File: config.mk
export PLATFORM = sky130hd
export DESIGN_NAME = max_priority_queue_unsorted
export DESIGN_NICKNAME = d
export VERILOG_FILES = /design/src/design/mpq_pkg.sv /design/src/design/mpq_ram.sv /design/src/design/mpq_ctrl.sv /design/src/design/mpq_dpath.sv /design/src/design/max_priority_queue_unsorted.sv
export VERILOG_INCLUDE_DIRS = /design/src /design/src/design
export SDC_FILE = /design/constraint.sdc
export NUM_CORES = 1
export LEC_CHECK = 0
export ABC_CLOCK_PERIOD_IN_PS = 4980
export BUFFER_PORTS_ARGS = -buffer_cell sky130_fd_sc_hd__clkbuf_2
export CAP_MARGIN = 15
export CORE_ASPECT_RATIO = 1.25
export CORE_MARGIN = 2
export CORE_UTILIZATION = 40
export DETAILED_ROUTE_END_ITERATION = 12
export PLACE_DENSITY = 0.58
export SLEW_MARGIN = 20
export SYNTH_ARGS = -nofsm -noshare
export SYNTH_HDL_FRONTEND = slang
export SYNTH_SLANG_ARGS = --single-unit
File: constraint.sdc
create_clock -name i_clk -period 4.98 [get_ports i_clk]
set_input_delay 0.747 -clock i_clk [delete_from_list [all_inputs] [get_ports i_clk]]
set_output_delay 0.747 -clock i_clk [all_outputs]
set_load 0.02 [all_outputs]
File: src/design/max_priority_queue_unsorted_defines.svh
// assertion macros for the unsorted max priority queue
// no dependencies; included by modules that carry checks
`ifndef MAX_PRIORITY_QUEUE_UNSORTED_DEFINES_SVH
`define MAX_PRIORITY_QUEUE_UNSORTED_DEFINES_SVH
`ifndef SYNTHESIS
`define MPQ_ASSERT_IMPL(label, clk, rst_n, ante, cons) \
    label: assert property (@(posedge clk) disable iff (!(rst_n)) (ante) |-> (cons)) \
        else $error("mpq check failed");
`define MPQ_ASSERT_NEXT(label, clk, rst_n, ante, cons) \
    label: assert property (@(posedge clk) disable iff (!(rst_n)) (ante) |=> (cons)) \
        else $error("mpq check failed");
`else
`define MPQ_ASSERT_IMPL(label, clk, rst_n, ante, cons)
`define MPQ_ASSERT_NEXT(label, clk, rst_n, ante, cons)
`endif
`endif

File: src/design/mpq_pkg.sv
// shared types for the unsorted max priority queue
// no dependencies
package mpq_pkg;

    typedef enum logic [1:0] {
        CMD_INSERT = 2'd0,
        CMD_REMOVE = 2'd1,
        CMD_FIND   = 2'd2,
        CMD_NONE   = 2'd3
    } t_cmd;

    typedef enum logic [1:0] {
        ST_OK    = 2'd0,
        ST_EMPTY = 2'd1,
        ST_FULL  = 2'd2
    } t_status;

    typedef enum logic [2:0] {
        S_IDLE,
        S_SCAN,
        S_PICK,
        S_SHIFT,
        S_DONE
    } t_state;

    typedef struct packed {
        logic accept;
        logic start_scan;
        logic scan_run;
        logic start_shift;
        logic shift_run;
        logic dec_occ;
        logic out_load;
    } t_ctrl;

    typedef struct packed {
        logic req_scan;
        logic is_remove;
        logic scan_last;
        logic shift_end;
        logic out_free;
    } t_stat;

endpackage

File: src/design/mpq_ram.sv
// generic single write, single read RAM with registered read data
// no dependencies
module mpq_ram #(
    parameter int WIDTH = 32,
    parameter int DEPTH = 32
) (
    input  logic                     i_clk,
    input  logic                     i_we,
    input  logic [$clog2(DEPTH)-1:0] i_waddr,
    input  logic [WIDTH-1:0]         i_wdata,
    input  logic [$clog2(DEPTH)-1:0] i_raddr,
    output logic [WIDTH-1:0]         o_rdata
);

    logic [WIDTH-1:0] r_mem [DEPTH];

    always_ff @(posedge i_clk) begin
        if (i_we) begin
            r_mem[i_waddr] <= i_wdata;
        end
        o_rdata <= r_mem[i_raddr];
    end

endmodule

File: src/design/mpq_ctrl.sv
// request sequencer: accept, scan, pick, shift, deliver
// depends on mpq_pkg
module mpq_ctrl import mpq_pkg::*; (
    input  logic  i_clk,
    input  logic  i_rst_n,
    input  logic  i_in_valid,
    output logic  o_in_ready,
    input  t_stat i_stat,
    output t_ctrl o_ctrl
);

    t_state r_state;
    t_state n_state;

    always_ff @(posedge i_clk) begin
        if (!i_rst_n) begin
            r_state <= S_IDLE;
        end else begin
            r_state <= n_state;
        end
    end

    always_comb begin
        n_state = r_state;
        unique case (r_state)
            S_IDLE: begin
                if (i_in_valid) begin
                    n_state = i_stat.req_scan ? S_SCAN : S_DONE;
                end
            end
            S_SCAN: begin
                if (i_stat.scan_last) begin
                    n_state = S_PICK;
                end
            end
            S_PICK: begin
                n_state = i_stat.is_remove ? S_SHIFT : S_DONE;
            end
            S_SHIFT: begin
                if (i_stat.shift_end) begin
                    n_state = S_DONE;
                end
            end
            S_DONE: begin
                if (i_stat.out_free) begin
                    n_state = S_IDLE;
                end
            end
            default: n_state = S_IDLE;
        endcase
    end

    always_comb begin
        o_in_ready         = (r_state == S_IDLE);
        o_ctrl.accept      = o_in_ready && i_in_valid;
        o_ctrl.start_scan  = o_ctrl.accept && i_stat.req_scan;
        o_ctrl.scan_run    = (r_state == S_SCAN);
        o_ctrl.start_shift = (r_state == S_PICK) && i_stat.is_remove;
        o_ctrl.shift_run   = (r_state == S_SHIFT);
        o_ctrl.dec_occ     = (r_state == S_SHIFT) && i_stat.shift_end;
        o_ctrl.out_load    = (r_state == S_DONE) && i_stat.out_free;
    end

endmodule

File: src/design/mpq_dpath.sv
// store, occupancy, max scan, gap shift and output word register
// depends on mpq_pkg, mpq_ram and the assertion macro header
`include "max_priority_queue_unsorted_defines.svh"
module mpq_dpath import mpq_pkg::*; #(
    parameter int CAPACITY = 32
) (
    input  logic               i_clk,
    input  logic               i_rst_n,
    input  logic [1:0]         i_cmd,
    input  logic signed [31:0] i_value,
    input  t_ctrl              i_ctrl,
    output t_stat              o_stat,
    input  logic               i_out_ready,
    output logic               o_out_valid,
    output logic signed [31:0] o_max_value,
    output logic [1:0]         o_status,
    output logic [5:0]         o_count
);

    localparam int AW = $clog2(CAPACITY);
    localparam int CW = $clog2(CAPACITY + 1);

    logic [CW-1:0] r_occ;
    logic [CW-1:0] r_ridx;
    logic          r_pend;
    logic [AW-1:0] r_didx;
    logic          r_have;
    logic [31:0]   r_best;
    logic [AW-1:0] r_bidx;
    t_cmd          r_cmd;
    t_status       r_stat;
    logic          r_ovalid;

    t_cmd          w_cmd;
    logic          w_empty;
    logic          w_full;
    logic          w_run;
    logic          w_more;
    logic          w_issue;
    logic          w_ins;
    logic          w_shift_wr;
    logic          w_we;
    logic [AW-1:0] w_waddr;
    logic [31:0]   w_wdata;
    logic [AW-1:0] w_raddr;
    logic [31:0]   w_rdata;
    logic          w_take;
    logic          w_out_free;
    logic [CW+5:0] w_cnt_ext;
    t_status       w_new_stat;

    assign w_cmd      = t_cmd'(i_cmd);
    assign w_empty    = (r_occ == '0);
    assign w_full     = (r_occ == CW'(CAPACITY));
    assign w_run      = i_ctrl.scan_run || i_ctrl.shift_run;
    assign w_more     = (r_ridx < r_occ);
    assign w_issue    = w_run && w_more;
    assign w_ins      = i_ctrl.accept && (w_cmd == CMD_INSERT) && !w_full;
    assign w_shift_wr = i_ctrl.shift_run && r_pend;
    assign w_take     = !r_have || ($signed(r_best) < $signed(w_rdata));
    assign w_out_free = !r_ovalid || i_out_ready;
    assign w_cnt_ext  = {6'b0, r_occ};

    always_comb begin
        unique case (w_cmd)
            CMD_INSERT: w_new_stat = w_full ? ST_FULL : ST_OK;
            CMD_REMOVE,
            CMD_FIND:   w_new_stat = w_empty ? ST_EMPTY : ST_OK;
            default:    w_new_stat = ST_OK;
        endcase
    end

    always_comb begin
        w_we    = w_ins || w_shift_wr;
        w_waddr = w_ins ? r_occ[AW-1:0] : (r_didx - AW'(1));
        w_wdata = w_ins ? i_value : w_rdata;
        w_raddr = i_ctrl.start_scan ? '0 : r_ridx[AW-1:0];
    end

    mpq_ram #(
        .WIDTH(32),
        .DEPTH(CAPACITY)
    ) u_ram (
        .i_clk  (i_clk),
        .i_we   (w_we),
        .i_waddr(w_waddr),
        .i_wdata(w_wdata),
        .i_raddr(w_raddr),
        .o_rdata(w_rdata)
    );

    always_ff @(posedge i_clk) begin
        if (!i_rst_n) begin
            r_occ    <= '0;
            r_pend   <= 1'b0;
            r_ovalid <= 1'b0;
        end else begin
            if (w_ins) begin
                r_occ <= r_occ + CW'(1);
            end else if (i_ctrl.dec_occ) begin
                r_occ <= r_occ - CW'(1);
            end
            priority if (i_ctrl.start_scan) begin
                r_pend <= 1'b1;
            end else if (i_ctrl.start_shift) begin
                r_pend <= 1'b0;
            end else begin
                r_pend <= w_issue;
            end
            if (i_ctrl.out_load) begin
                r_ovalid <= 1'b1;
            end else if (i_out_ready) begin
                r_ovalid <= 1'b0;
            end
        end
    end

    always_ff @(posedge i_clk) begin
        if (i_ctrl.accept) begin
            r_cmd  <= w_cmd;
            r_stat <= w_new_stat;
        end
        priority if (i_ctrl.start_scan) begin
            r_ridx <= CW'(1);
            r_didx <= '0;
        end else if (i_ctrl.start_shift) begin
            r_ridx <= CW'(r_bidx) + CW'(1);
        end else if (w_issue) begin
            r_ridx <= r_ridx + CW'(1);
            r_didx <= r_ridx[AW-1:0];
        end
        if (i_ctrl.start_scan) begin
            r_have <= 1'b0;
        end else if (i_ctrl.scan_run && r_pend) begin
            r_have <= 1'b1;
            if (w_take) begin
                r_best <= w_rdata;
                r_bidx <= r_didx;
            end
        end
        if (i_ctrl.out_load) begin
            o_max_value <= ((r_stat == ST_OK) &&
                            ((r_cmd == CMD_REMOVE) || (r_cmd == CMD_FIND))) ?
                           $signed(r_best) : '0;
            o_status    <= r_stat;
            o_count     <= w_cnt_ext[5:0];
        end
    end

    always_comb begin
        o_stat.req_scan  = ((w_cmd == CMD_REMOVE) || (w_cmd == CMD_FIND)) && !w_empty;
        o_stat.is_remove = (r_cmd == CMD_REMOVE);
        o_stat.scan_last = r_pend && !w_more;
        o_stat.shift_end = !r_pend && !w_more;
        o_stat.out_free  = w_out_free;
    end

    assign o_out_valid = r_ovalid;

    `MPQ_ASSERT_IMPL(a_occ_bound, i_clk, i_rst_n, 1'b1, r_occ <= CW'(CAPACITY))
    `MPQ_ASSERT_IMPL(a_shift_in_store, i_clk, i_rst_n, w_shift_wr,
                     (CW'(r_didx) < r_occ) && (r_didx != '0))
    `MPQ_ASSERT_NEXT(a_dec_one, i_clk, i_rst_n, i_ctrl.dec_occ,
                     r_occ == $past(r_occ) - CW'(1))
    `MPQ_ASSERT_IMPL(a_no_write_clash, i_clk, i_rst_n, w_ins, !w_shift_wr)

endmodule

File: src/design/max_priority_queue_unsorted.sv
// channel     direction  handshake                  payload
// request     in         i_in_valid / o_in_ready    i_cmd, i_value
// result      out        o_out_valid / i_out_ready  o_max_value, o_status, o_count
//
// one request at a time; the store is a single-port-write RAM walked one entry a cycle
// insert and any rejected request: no scan; the done state loads the word after accept
// find on n entries: the scan reads all n entries, then pick, then done loads the word
// remove: as find, plus a shift moving the m entries above the maximum down one place
// synchronous active-low reset empties the queue; entries are undefined until written
// a stalled result holds in the output register while the next request is accepted
module max_priority_queue_unsorted import mpq_pkg::*; #(
    parameter int CAPACITY = 32
) (
    input  logic               i_clk,
    input  logic               i_rst_n,
    input  logic               i_in_valid,
    output logic               o_in_ready,
    input  logic [1:0]         i_cmd,
    input  logic signed [31:0] i_value,
    output logic               o_out_valid,
    input  logic               i_out_ready,
    output logic signed [31:0] o_max_value,
    output logic [1:0]         o_status,
    output logic [5:0]         o_count
);

    t_ctrl w_ctrl;
    t_stat w_stat;

    mpq_ctrl u_ctrl (
        .i_clk     (i_clk),
        .i_rst_n   (i_rst_n),
        .i_in_valid(i_in_valid),
        .o_in_ready(o_in_ready),
        .i_stat    (w_stat),
        .o_ctrl    (w_ctrl)
    );

    mpq_dpath #(
        .CAPACITY(CAPACITY)
    ) u_dpath (
        .i_clk      (i_clk),
        .i_rst_n    (i_rst_n),
        .i_cmd      (i_cmd),
        .i_value    (i_value),
        .i_ctrl     (w_ctrl),
        .o_stat     (w_stat),
        .i_out_ready(i_out_ready),
        .o_out_valid(o_out_valid),
        .o_max_value(o_max_value),
        .o_status   (o_status),
        .o_count    (o_count)
    );

endmodule
# Word-level counts from Yosys, hierarchy flattened
# Memories as Yosys holds them, arrays and structs flattened. A register that Yosys moved wholly into a read port is not among the register bits.
# Cells that the tools add are included.
# totals
register_bits	104
latch_bits	0
mem_bits_rw	1024
rom_bits	0
wordCells	97
memories	1
# op_classes
addsub	5
multipliers	0
div_mod_pow	0
n_lt_le_gt_ge	2
eq_ne	13
shifts	0
n_mux	23
bitwise	2
n_reduce_logical	37
# memory_table
name	depth	width	rd	rd_ports_with_merged_regs	wr	line	text
u_dpath.u_ram.r_mem	32	32	1	1	1	mpq_ram.sv:15	logic [WIDTH-1:0] r_mem [DEPTH];
# ops
op	count
less-than comparator 32 bit	1
two-way mux 32 bit	1
two-way mux 6 bit	4
two-way mux 3 bit	6
one-hot mux 3 bit (5 select lines)	1
logical AND 1 bit	14
adder 6 x 1 -> 6 bit, second input constant	2
two-way mux 5 bit	2
two-way mux 1 bit	7
adder 5 x 1 -> 6 bit, second input constant	1
== test 3 x 2 -> 1 bit, second input constant	2
== test 6 bit, second input constant	1
zero test 1 bit	6
zero test 6 bit	1
logical OR 1 bit	6
less-than comparator 6 bit	1
!= test 2 bit, second input constant	3
nonzero test 2 bit	3
subtractor 6 x 1 -> 6 bit, second input constant	1
subtractor 5 x 1 -> 5 bit, second input constant	1
== test 2 x 1 -> 1 bit, second input constant	2
== test 2 bit, second input constant	2
zero test 2 bit	2
one-hot mux 2 bit (2 select lines)	1
10 further kinds	11

# Logic depth before layout (Yosys ltp)
# Gate-level depths: netlist of the first run.
# depth
depth_word	7
ltp_mapped	13
mapped_depth_nobuf	12

# Hierarchy
# Synthesis of the first run repeated with hierarchy kept, for this count alone.
# unflattened
hier_cells	2789
area_unflattened_um2	46124.2
# by_module_without_submodules
module	instances	cells_per_inst	area_each_um2	seq_area_each_um2
mpq_ram	1	2260	40485.1	31390.1
mpq_dpath	1	494	5353.9	2832.7
mpq_ctrl	1	35	285.3	60.1

# Worst setup path after synthesis of the first run
# Ideal clock, no wire load.
# synth_timing
path_kind	reg-to-reg
start	register u_dpath.r_best[9]
end	register u_dpath.r_best[0] (enable)
setup_time_ns	0.498
t_arrival_ns	4.755
slack_ns	-0.274
stages_incl_launch_ff	8
path_buffers	0
synth_period_minus_slack_ns	5.254
cell_sequence	edfxtp_1 > ha_1 > a21o_1 > nand3_1 > a21oi_1 > or4b_2 > a211o_1 > a311oi_1
# synth_via
elab_chain_cells	3
# synth_rtl
item	line	text
from (decl)	mpq_dpath.sv:28	logic [31:0] r_best;
from (signal assigned)	mpq_dpath.sv:137	r_best <= w_rdata;
less-than comparator 32 bit	mpq_dpath.sv:60	assign w_take = !r_have || ($signed(r_best) < $signed(w_rdata));
logical OR 1 bit	mpq_dpath.sv:60	
AND reduction 3 bit (no source line)	--	
# Every way passes these cells.
# A chain may end at the register's enable or synchronous reset.

# Final worst setup path of the first run
# layout_timing
start	register u_dpath.u_ram.o_rdata[14], read port of u_dpath.u_ram.r_mem
end	register u_dpath.r_best[15] (enable)
# layout_via
elab_chain_cells	3
# layout_rtl
item	line	text
from (decl)	mpq_ram.sv:12	output logic [WIDTH-1:0] o_rdata
less-than comparator 32 bit	mpq_dpath.sv:60	
logical OR 1 bit	mpq_dpath.sv:60	
AND reduction 3 bit (no source line)	--	
# Every way passes these cells.

==> results of run 1 <==
## area by class of cell
class,count,area (sq um)
Inverter,80,300
Fill cell,9552,61200
Tap cell,1470,1840
Multi-Input combinational cell,1167,11300
Sequential cell,1160,34300
Timing Repair Buffer,157,1110
Clock inverter,75,773
Clock buffer,125,2800
## logic make-up (layout without fill, tap and decap cells)
group / after synthesis / after routing / synth area share
AO/OA/AOI/OAI: 433 / 433 / 0.0659
XOR/XNOR: 10 / 10 / 0.00191
adder cells (fa/ha/maj): 46 / 46 / 0.0127
buffers and inverters: 232 / 437 / 0.0205
flip-flops: 1160 / 1160 / 0.747
multiplexers: 302 / 302 / 0.112
AND/OR/NAND/NOR: 376 / 376 / 0.0401
## layer usage
metal,vias to the layer above,GRT usage,share of wire
met5,-,0,0
met4,0,0.0561,0.022
met3,121,0.0267,0.061
met2,802,0.318,0.50
met1,12600,0.259,0.42
li1,10500,-,-
## worst max-delay path, stage by stage (launching register included)
cell and delay [ns]:
dfxtp_1 0.33, inv_1 0.09, ha_1 0.34, a21oi_1 0.15
nand2_1 0.08, a21oi_1 0.64, or4b_2 0.70, a211o_1 0.32
a311oi_4 0.29, buf_4 0.53
## worst paths after layout
check                                                from            endpoint  slack, ns  cells after the start
worst max-delay path            u_dpath.u_ram.o_rdata[14]  u_dpath.r_best[15]       1.13                      9
worst min register to register  u_dpath.u_ram.o_rdata[15]  u_dpath.r_best[15]       0.43                      0
worst max register to register  u_dpath.u_ram.o_rdata[14]  u_dpath.r_best[15]       1.13                      9
worst min-delay path                             i_cmd[0]    u_dpath.r_cmd[0]       0.25                      1
## cell usage in the layout (no fill, tap or decap), types with 5 or more instances in the layout
master,synthesis,layout
nand2b_1,39,38
buf_12,0,10
a2bb2oi_1,32,32
nand4_1,8,8
mux2_2,99,99
xor2_1,6,6
edfxtp_1,1105,1105
nand3_1,15,15
o21ai_2,0,11
bufinv_16,0,13
a221oi_2,10,10
clkbuf_16,0,107
mux4_2,160,160
a21o_1,8,8
ha_1,45,45
clkbuf_8,0,5
clkinv_1,0,26
o22ai_1,32,32
inv_1,79,79
buf_4,2,68
o21ai_0,113,81
nor2_4,0,32
clkinvlp_4,0,9
clkinv_2,0,18
mux2i_1,43,43
clkbuf_1,102,13
and2_1,65,64
o21ai_1,33,32
a221oi_1,119,119
nand2_1,65,64
nor2_1,147,114
dfxtp_1,55,52
a21oi_1,54,53
clkbuf_2,2,79
nor3_1,11,10
o21ai_4,0,22
## flip-flops by register name, indices dropped and copies added (netlist names)
| register | flops |
|---|---|
| u_ctrl.r_state | 3 |
| u_dpath.o_count | 6 |
| u_dpath.o_max_value | 32 |
| u_dpath.o_out_valid | 1 |
| u_dpath.o_status | 2 |
| u_dpath.r_best | 32 |
| u_dpath.r_bidx | 5 |
| u_dpath.r_cmd | 2 |
| u_dpath.r_didx | 5 |
| u_dpath.r_have | 1 |
| u_dpath.r_occ | 6 |
| u_dpath.r_pend | 1 |
| u_dpath.r_ridx | 6 |
| u_dpath.r_stat | 2 |
| u_dpath.u_ram.o_rdata | 32 |
| u_dpath.u_ram.r_mem | 1024 |
## power breakdown
part	switching, mW	internal (mW)
Clock	3.62	4.71
Sequential	0.519	12.7
Combinational	6.77	3.48
Total	10.9	20.9
==> results.cfg, run 1 <==
[cts]
cts_max_level = 3
postCtsSetupBuffers = 0
cts_hold_buf = 0
cts_tree = done
cts_inserted_buffers = 107
cts_max_path_buffers = 3
cts_sinks = 1160
cts_root_buf = clkbuf_16
clock_latency_ns = 0.72
ctsResizeCount = 0
clkTransAtPathRegs_ns = 0.07

[synthesis]
async_reset_ff_frac = 0
ys_seq_area_frac = 0.747
yosysTopAreaCellShare = 0.723
netlist_area_sq_um = 45900
postSynthNetCount = 2643
yosysMostFrequentCell = edfxtp_1
synth-edff-count = 1105
synth_seq_cells = 1160
synthTopCellsByArea = edfxtp_1, mux4_2, mux2_2
synth_top_area_cell = edfxtp_1
synth_cell_type_count = 69
synth_top_flop_cell = edfxtp_1
yosys_warnings = 0
avgSynthCellArea_sq_um = 17.9
synth_top_cells_by_count = edfxtp_1, mux4_2, nor2_1, a221oi_1, o21ai_0
syn_inst = 2559

[cells_and_area]
diodes = 0
area_delta_synth_final_pct = 14.1
layout.nets = 2757
stdcell_area_sq_um = 52400
final_cell_count_no_fill = 4234
drive_gt1_frac = 0.246
post-route-util = 0.461

[min_path]
hold_class = in2reg

[floorplanning]
die_area_sq_um = 118000
ios = 80
die_h_um = 383
core_region_area_sq_um = 114000
die_x_um = 307
start_util = 0.404
rows = 138

[sta]
rsz0062_at_grt = no
setup_viol_count_final = 0
fin_ws_ns = 1.13
maxSlewViolCount = 0
fin_skew_ns = 0.0170
fmax_mhz = 260
max_slew_margin = 0.289
fin_crit_sh = 0.773
tightest_slew_ns = 1.07
hold_ws_ns = 0.253
hold_viol = 0
min_period_ns = 3.85
setup_tns_ns = 0

[power_and_ir_drop]
ir_drop_v = 0.000330
power.leakage_nw = 16.9
p_total_mw = 31.8
powerDensity_nw_per_um2 = 607

[critical_path]
worst-setup-path-type = reg2reg
worstPathArrival_ns = 4.20
cp-start-kind = flop
cp.required_ns = 5.34
cp-end-kind = flop
worstPathMaxFanout = 37

[place]
dp.cells = 4034
gp_congestion = 0.837
postPlaceCellArea_sq_um = 48800
dp_hpwl_mm = 68.8
io_buffer_count = 79
pre_cts_ws_ns = 1.01

[run]
drv_cap = 0

[global_route]
gr-total-overflow = 0
grt_pass1_vias = 24400
antenna_found_initial = 0
grt_start_max_net_pins = 112
grt_pass1_wl_mm = 165
grt_usage = 0.190

[drt]
ant_nets = 0
avgViaCountPerCell = 5.66
wirelength_mm = 112
vias = 24000
routedWlPerCell_um = 26.5
drc = 0
firstDrtPassIters = 7
drt-initial-drc-count = 2304

[status]
outcome = finished clean
Power figures use the tool's default switching activity.
==> run 2: changes to the inputs <==
Settings changed: ABC_CLOCK_PERIOD_IN_PS 4980 to 3400.
Clock period 4.98 ns to 3.4 ns, I/O delays scaled along.
==> run 2 against run 1 <==
  * Sequential share of layout area is 1.5 points lower
  * First-iteration DRC count is 0.26% higher
  * Hold slack worse by 0.15 ns
  * Routed wire length is 4.2% higher
  * Maximum frequency is 25% higher
  * Clock power is 51% higher
  * Global-route usage is 0.91 points higher
  * Flip-flop and latch count stayed put
  * Critical path type unchanged
==> results.cfg, run 2 (synthesis gave the netlist of run 1 again) <==
[critical_path]
cp-end-kind = flop
cp.required_ns = 3.75
worstPathArrival_ns = 3.42
worst-setup-path-type = reg2reg
r2r-end = u_dpath.u_ram.r_mem[18][13]
reg2reg_from = u_dpath.r_occ[1]
worstPathMaxFanout = 16
reg2reg_slack_ns = 0.32
cp-start-kind = flop
critPathLaunch = u_dpath.r_occ[1]
reg2reg_depth = 9

[sta]
max_slew_margin = 0.310
fmax_mhz = 325
hold_viol = 0
rsz0062_at_grt = no
min_period_ns = 3.08
setup_tns_ns = 0
fin_crit_sh = 0.905
fin_skew_ns = 0.0214
setup_viol_count_final = 0
maxSlewViolCount = 0
tightest_slew_ns = 1.04

[cts]
clock_latency_ns = 0.70
cts_max_path_buffers = 3
cts_max_level = 3
cts_root_buf = clkbuf_16
cts_inserted_buffers = 106
clkTransAtPathRegs_ns = 0.07
ctsResizeCount = 0
postCtsSetupBuffers = 0
cts_hold_buf = 2
cts_sinks = 1160
cts_tree = done

[power_and_ir_drop]
powerDensity_nw_per_um2 = 889
switchingPower_mw = 15.8
power_frac_comb = 0.332
swShare = 0.331
intPower_mw = 31.9
ir_drop_v = 0.000444
pwr-share-seq = 0.403
clockPowerShare = 0.265
power.leakage_nw = 17.5

[drt]
ant_nets = 0
drc = 0
vias = 24600
firstDrtPassIters = 5
routedWlPerCell_um = 27.0
drt-initial-drc-count = 2310
avgViaCountPerCell = 5.69
wirelength_mm = 117

[min_path]
worstHoldStart = i_rst_n
hold-path-cell-count = 3
hold_class = in2reg
worstHoldEndpoint = u_dpath.r_occ[5]

[place]
io_buffer_count = 79
postPlaceCellArea_sq_um = 49800
dp_hpwl_mm = 72.3
gp_congestion = 0.842

[floorplanning]
die_h_um = 383
die_area_sq_um = 118000
ios = 80
rows = 138
die_x_um = 307
core_region_area_sq_um = 114000
start_util = 0.404

[global_route]
grt_pass1_vias = 25600
antenna_found_initial = 0
grt_usage = 0.199
grt_pass1_wl_mm = 172
gr-total-overflow = 0
grt_start_max_net_pins = 54

[run]
drv_cap = 0

[cells_and_area]
layout.nets = 2849
mostFrequentLayoutCells = edfxtp_1, mux4_2, a221oi_1, buf_4, nor2_1
layout_commonest_cell = edfxtp_1
drive_gt1_frac = 0.272
area_delta_synth_final_pct = 16.7
stdcell_area_sq_um = 53600
largest_register = u_dpath.u_ram.r_mem
largest_reg_flops = 1024

[status]
outcome = finished clean
[run 2: routing by layer]
| metal | GRT usage | vias up | routed length (um) | share of wire |
|---|---|---|---|---|
| met4 | 0.0668 | 0 | 3400 | 0.029 |
| met5 | 0 | - | 0 | 0 |
| li1 | - | 10700 | - | - |
| met3 | 0.0277 | 164 | 6010 | 0.051 |
| met2 | 0.343 | 755 | 58700 | 0.50 |
| met1 | 0.260 | 13000 | 48700 | 0.42 |
[run 2: layout make-up]
type,count,area (sq um)
tap,1470,1840
clock inverter,66,867
antenna,1,2.50
sequential,1160,34300
inverter,80,300
clock buffer,131,2860
fill,9454,60000
timing repair buffer,250,2310
multi-input combinational,1167,11100
[run 2: power groups by stage]
stage / clock [mW] / combinational (mW) / sequential, mW
5_1_grt: 13.4 / 17.0 / 19.3
2_1_floorplan: 0 / 9.40 / 19.3
6_report: 12.6 / 15.8 / 19.2
3_3_place_gp: 0 / 15.5 / 19.5
4_1_cts: 12.9 / 15.9 / 19.2
3_5_place_dp: 0 / 15.8 / 19.5
[run 2: worst max-delay path by stage]
| stage | end | slack (ns) |
|---|---|---|
| floorplan | u_dpath.u_ram.r_mem[4][0] | -0.37 |
| global placement | u_dpath.r_best[19] | 0.29 |
| detailed placement | u_dpath.u_ram.r_mem[18][12] | 0.35 |
| CTS | u_dpath.u_ram.r_mem[18][13] | 0.32 |
| global route | u_dpath.r_best[16] | 0.14 |
| finish | u_dpath.u_ram.r_mem[18][13] | 0.32 |
[run 2: through the flow]
step	util	setup WS, ns	total power [mW]	std cells	hold slack, ns
global route	0.472	0.138	49.6	4324	0.0949
CTS	0.472	0.322	48.0	4324	0.0491
finish	0.472	0.324	47.7	4325	0.0983
floorplan	-	-0.366	28.7	2559	0.406
detailed placement	0.439	0.346	35.4	4125	0.415
global placement	0.439	0.288	35.0	4125	0.414
[run 2: critical path, stage by stage (launching register included)]
cell and delay (ns):
dfxtp_1 0.31, or4_4 0.57, nor2_2 0.18, a21oi_4 0.09, inv_2 0.19, mux2_2 0.38
nor2_1 0.15, nand2_1 0.26, nor2_4 0.19, buf_4 0.36
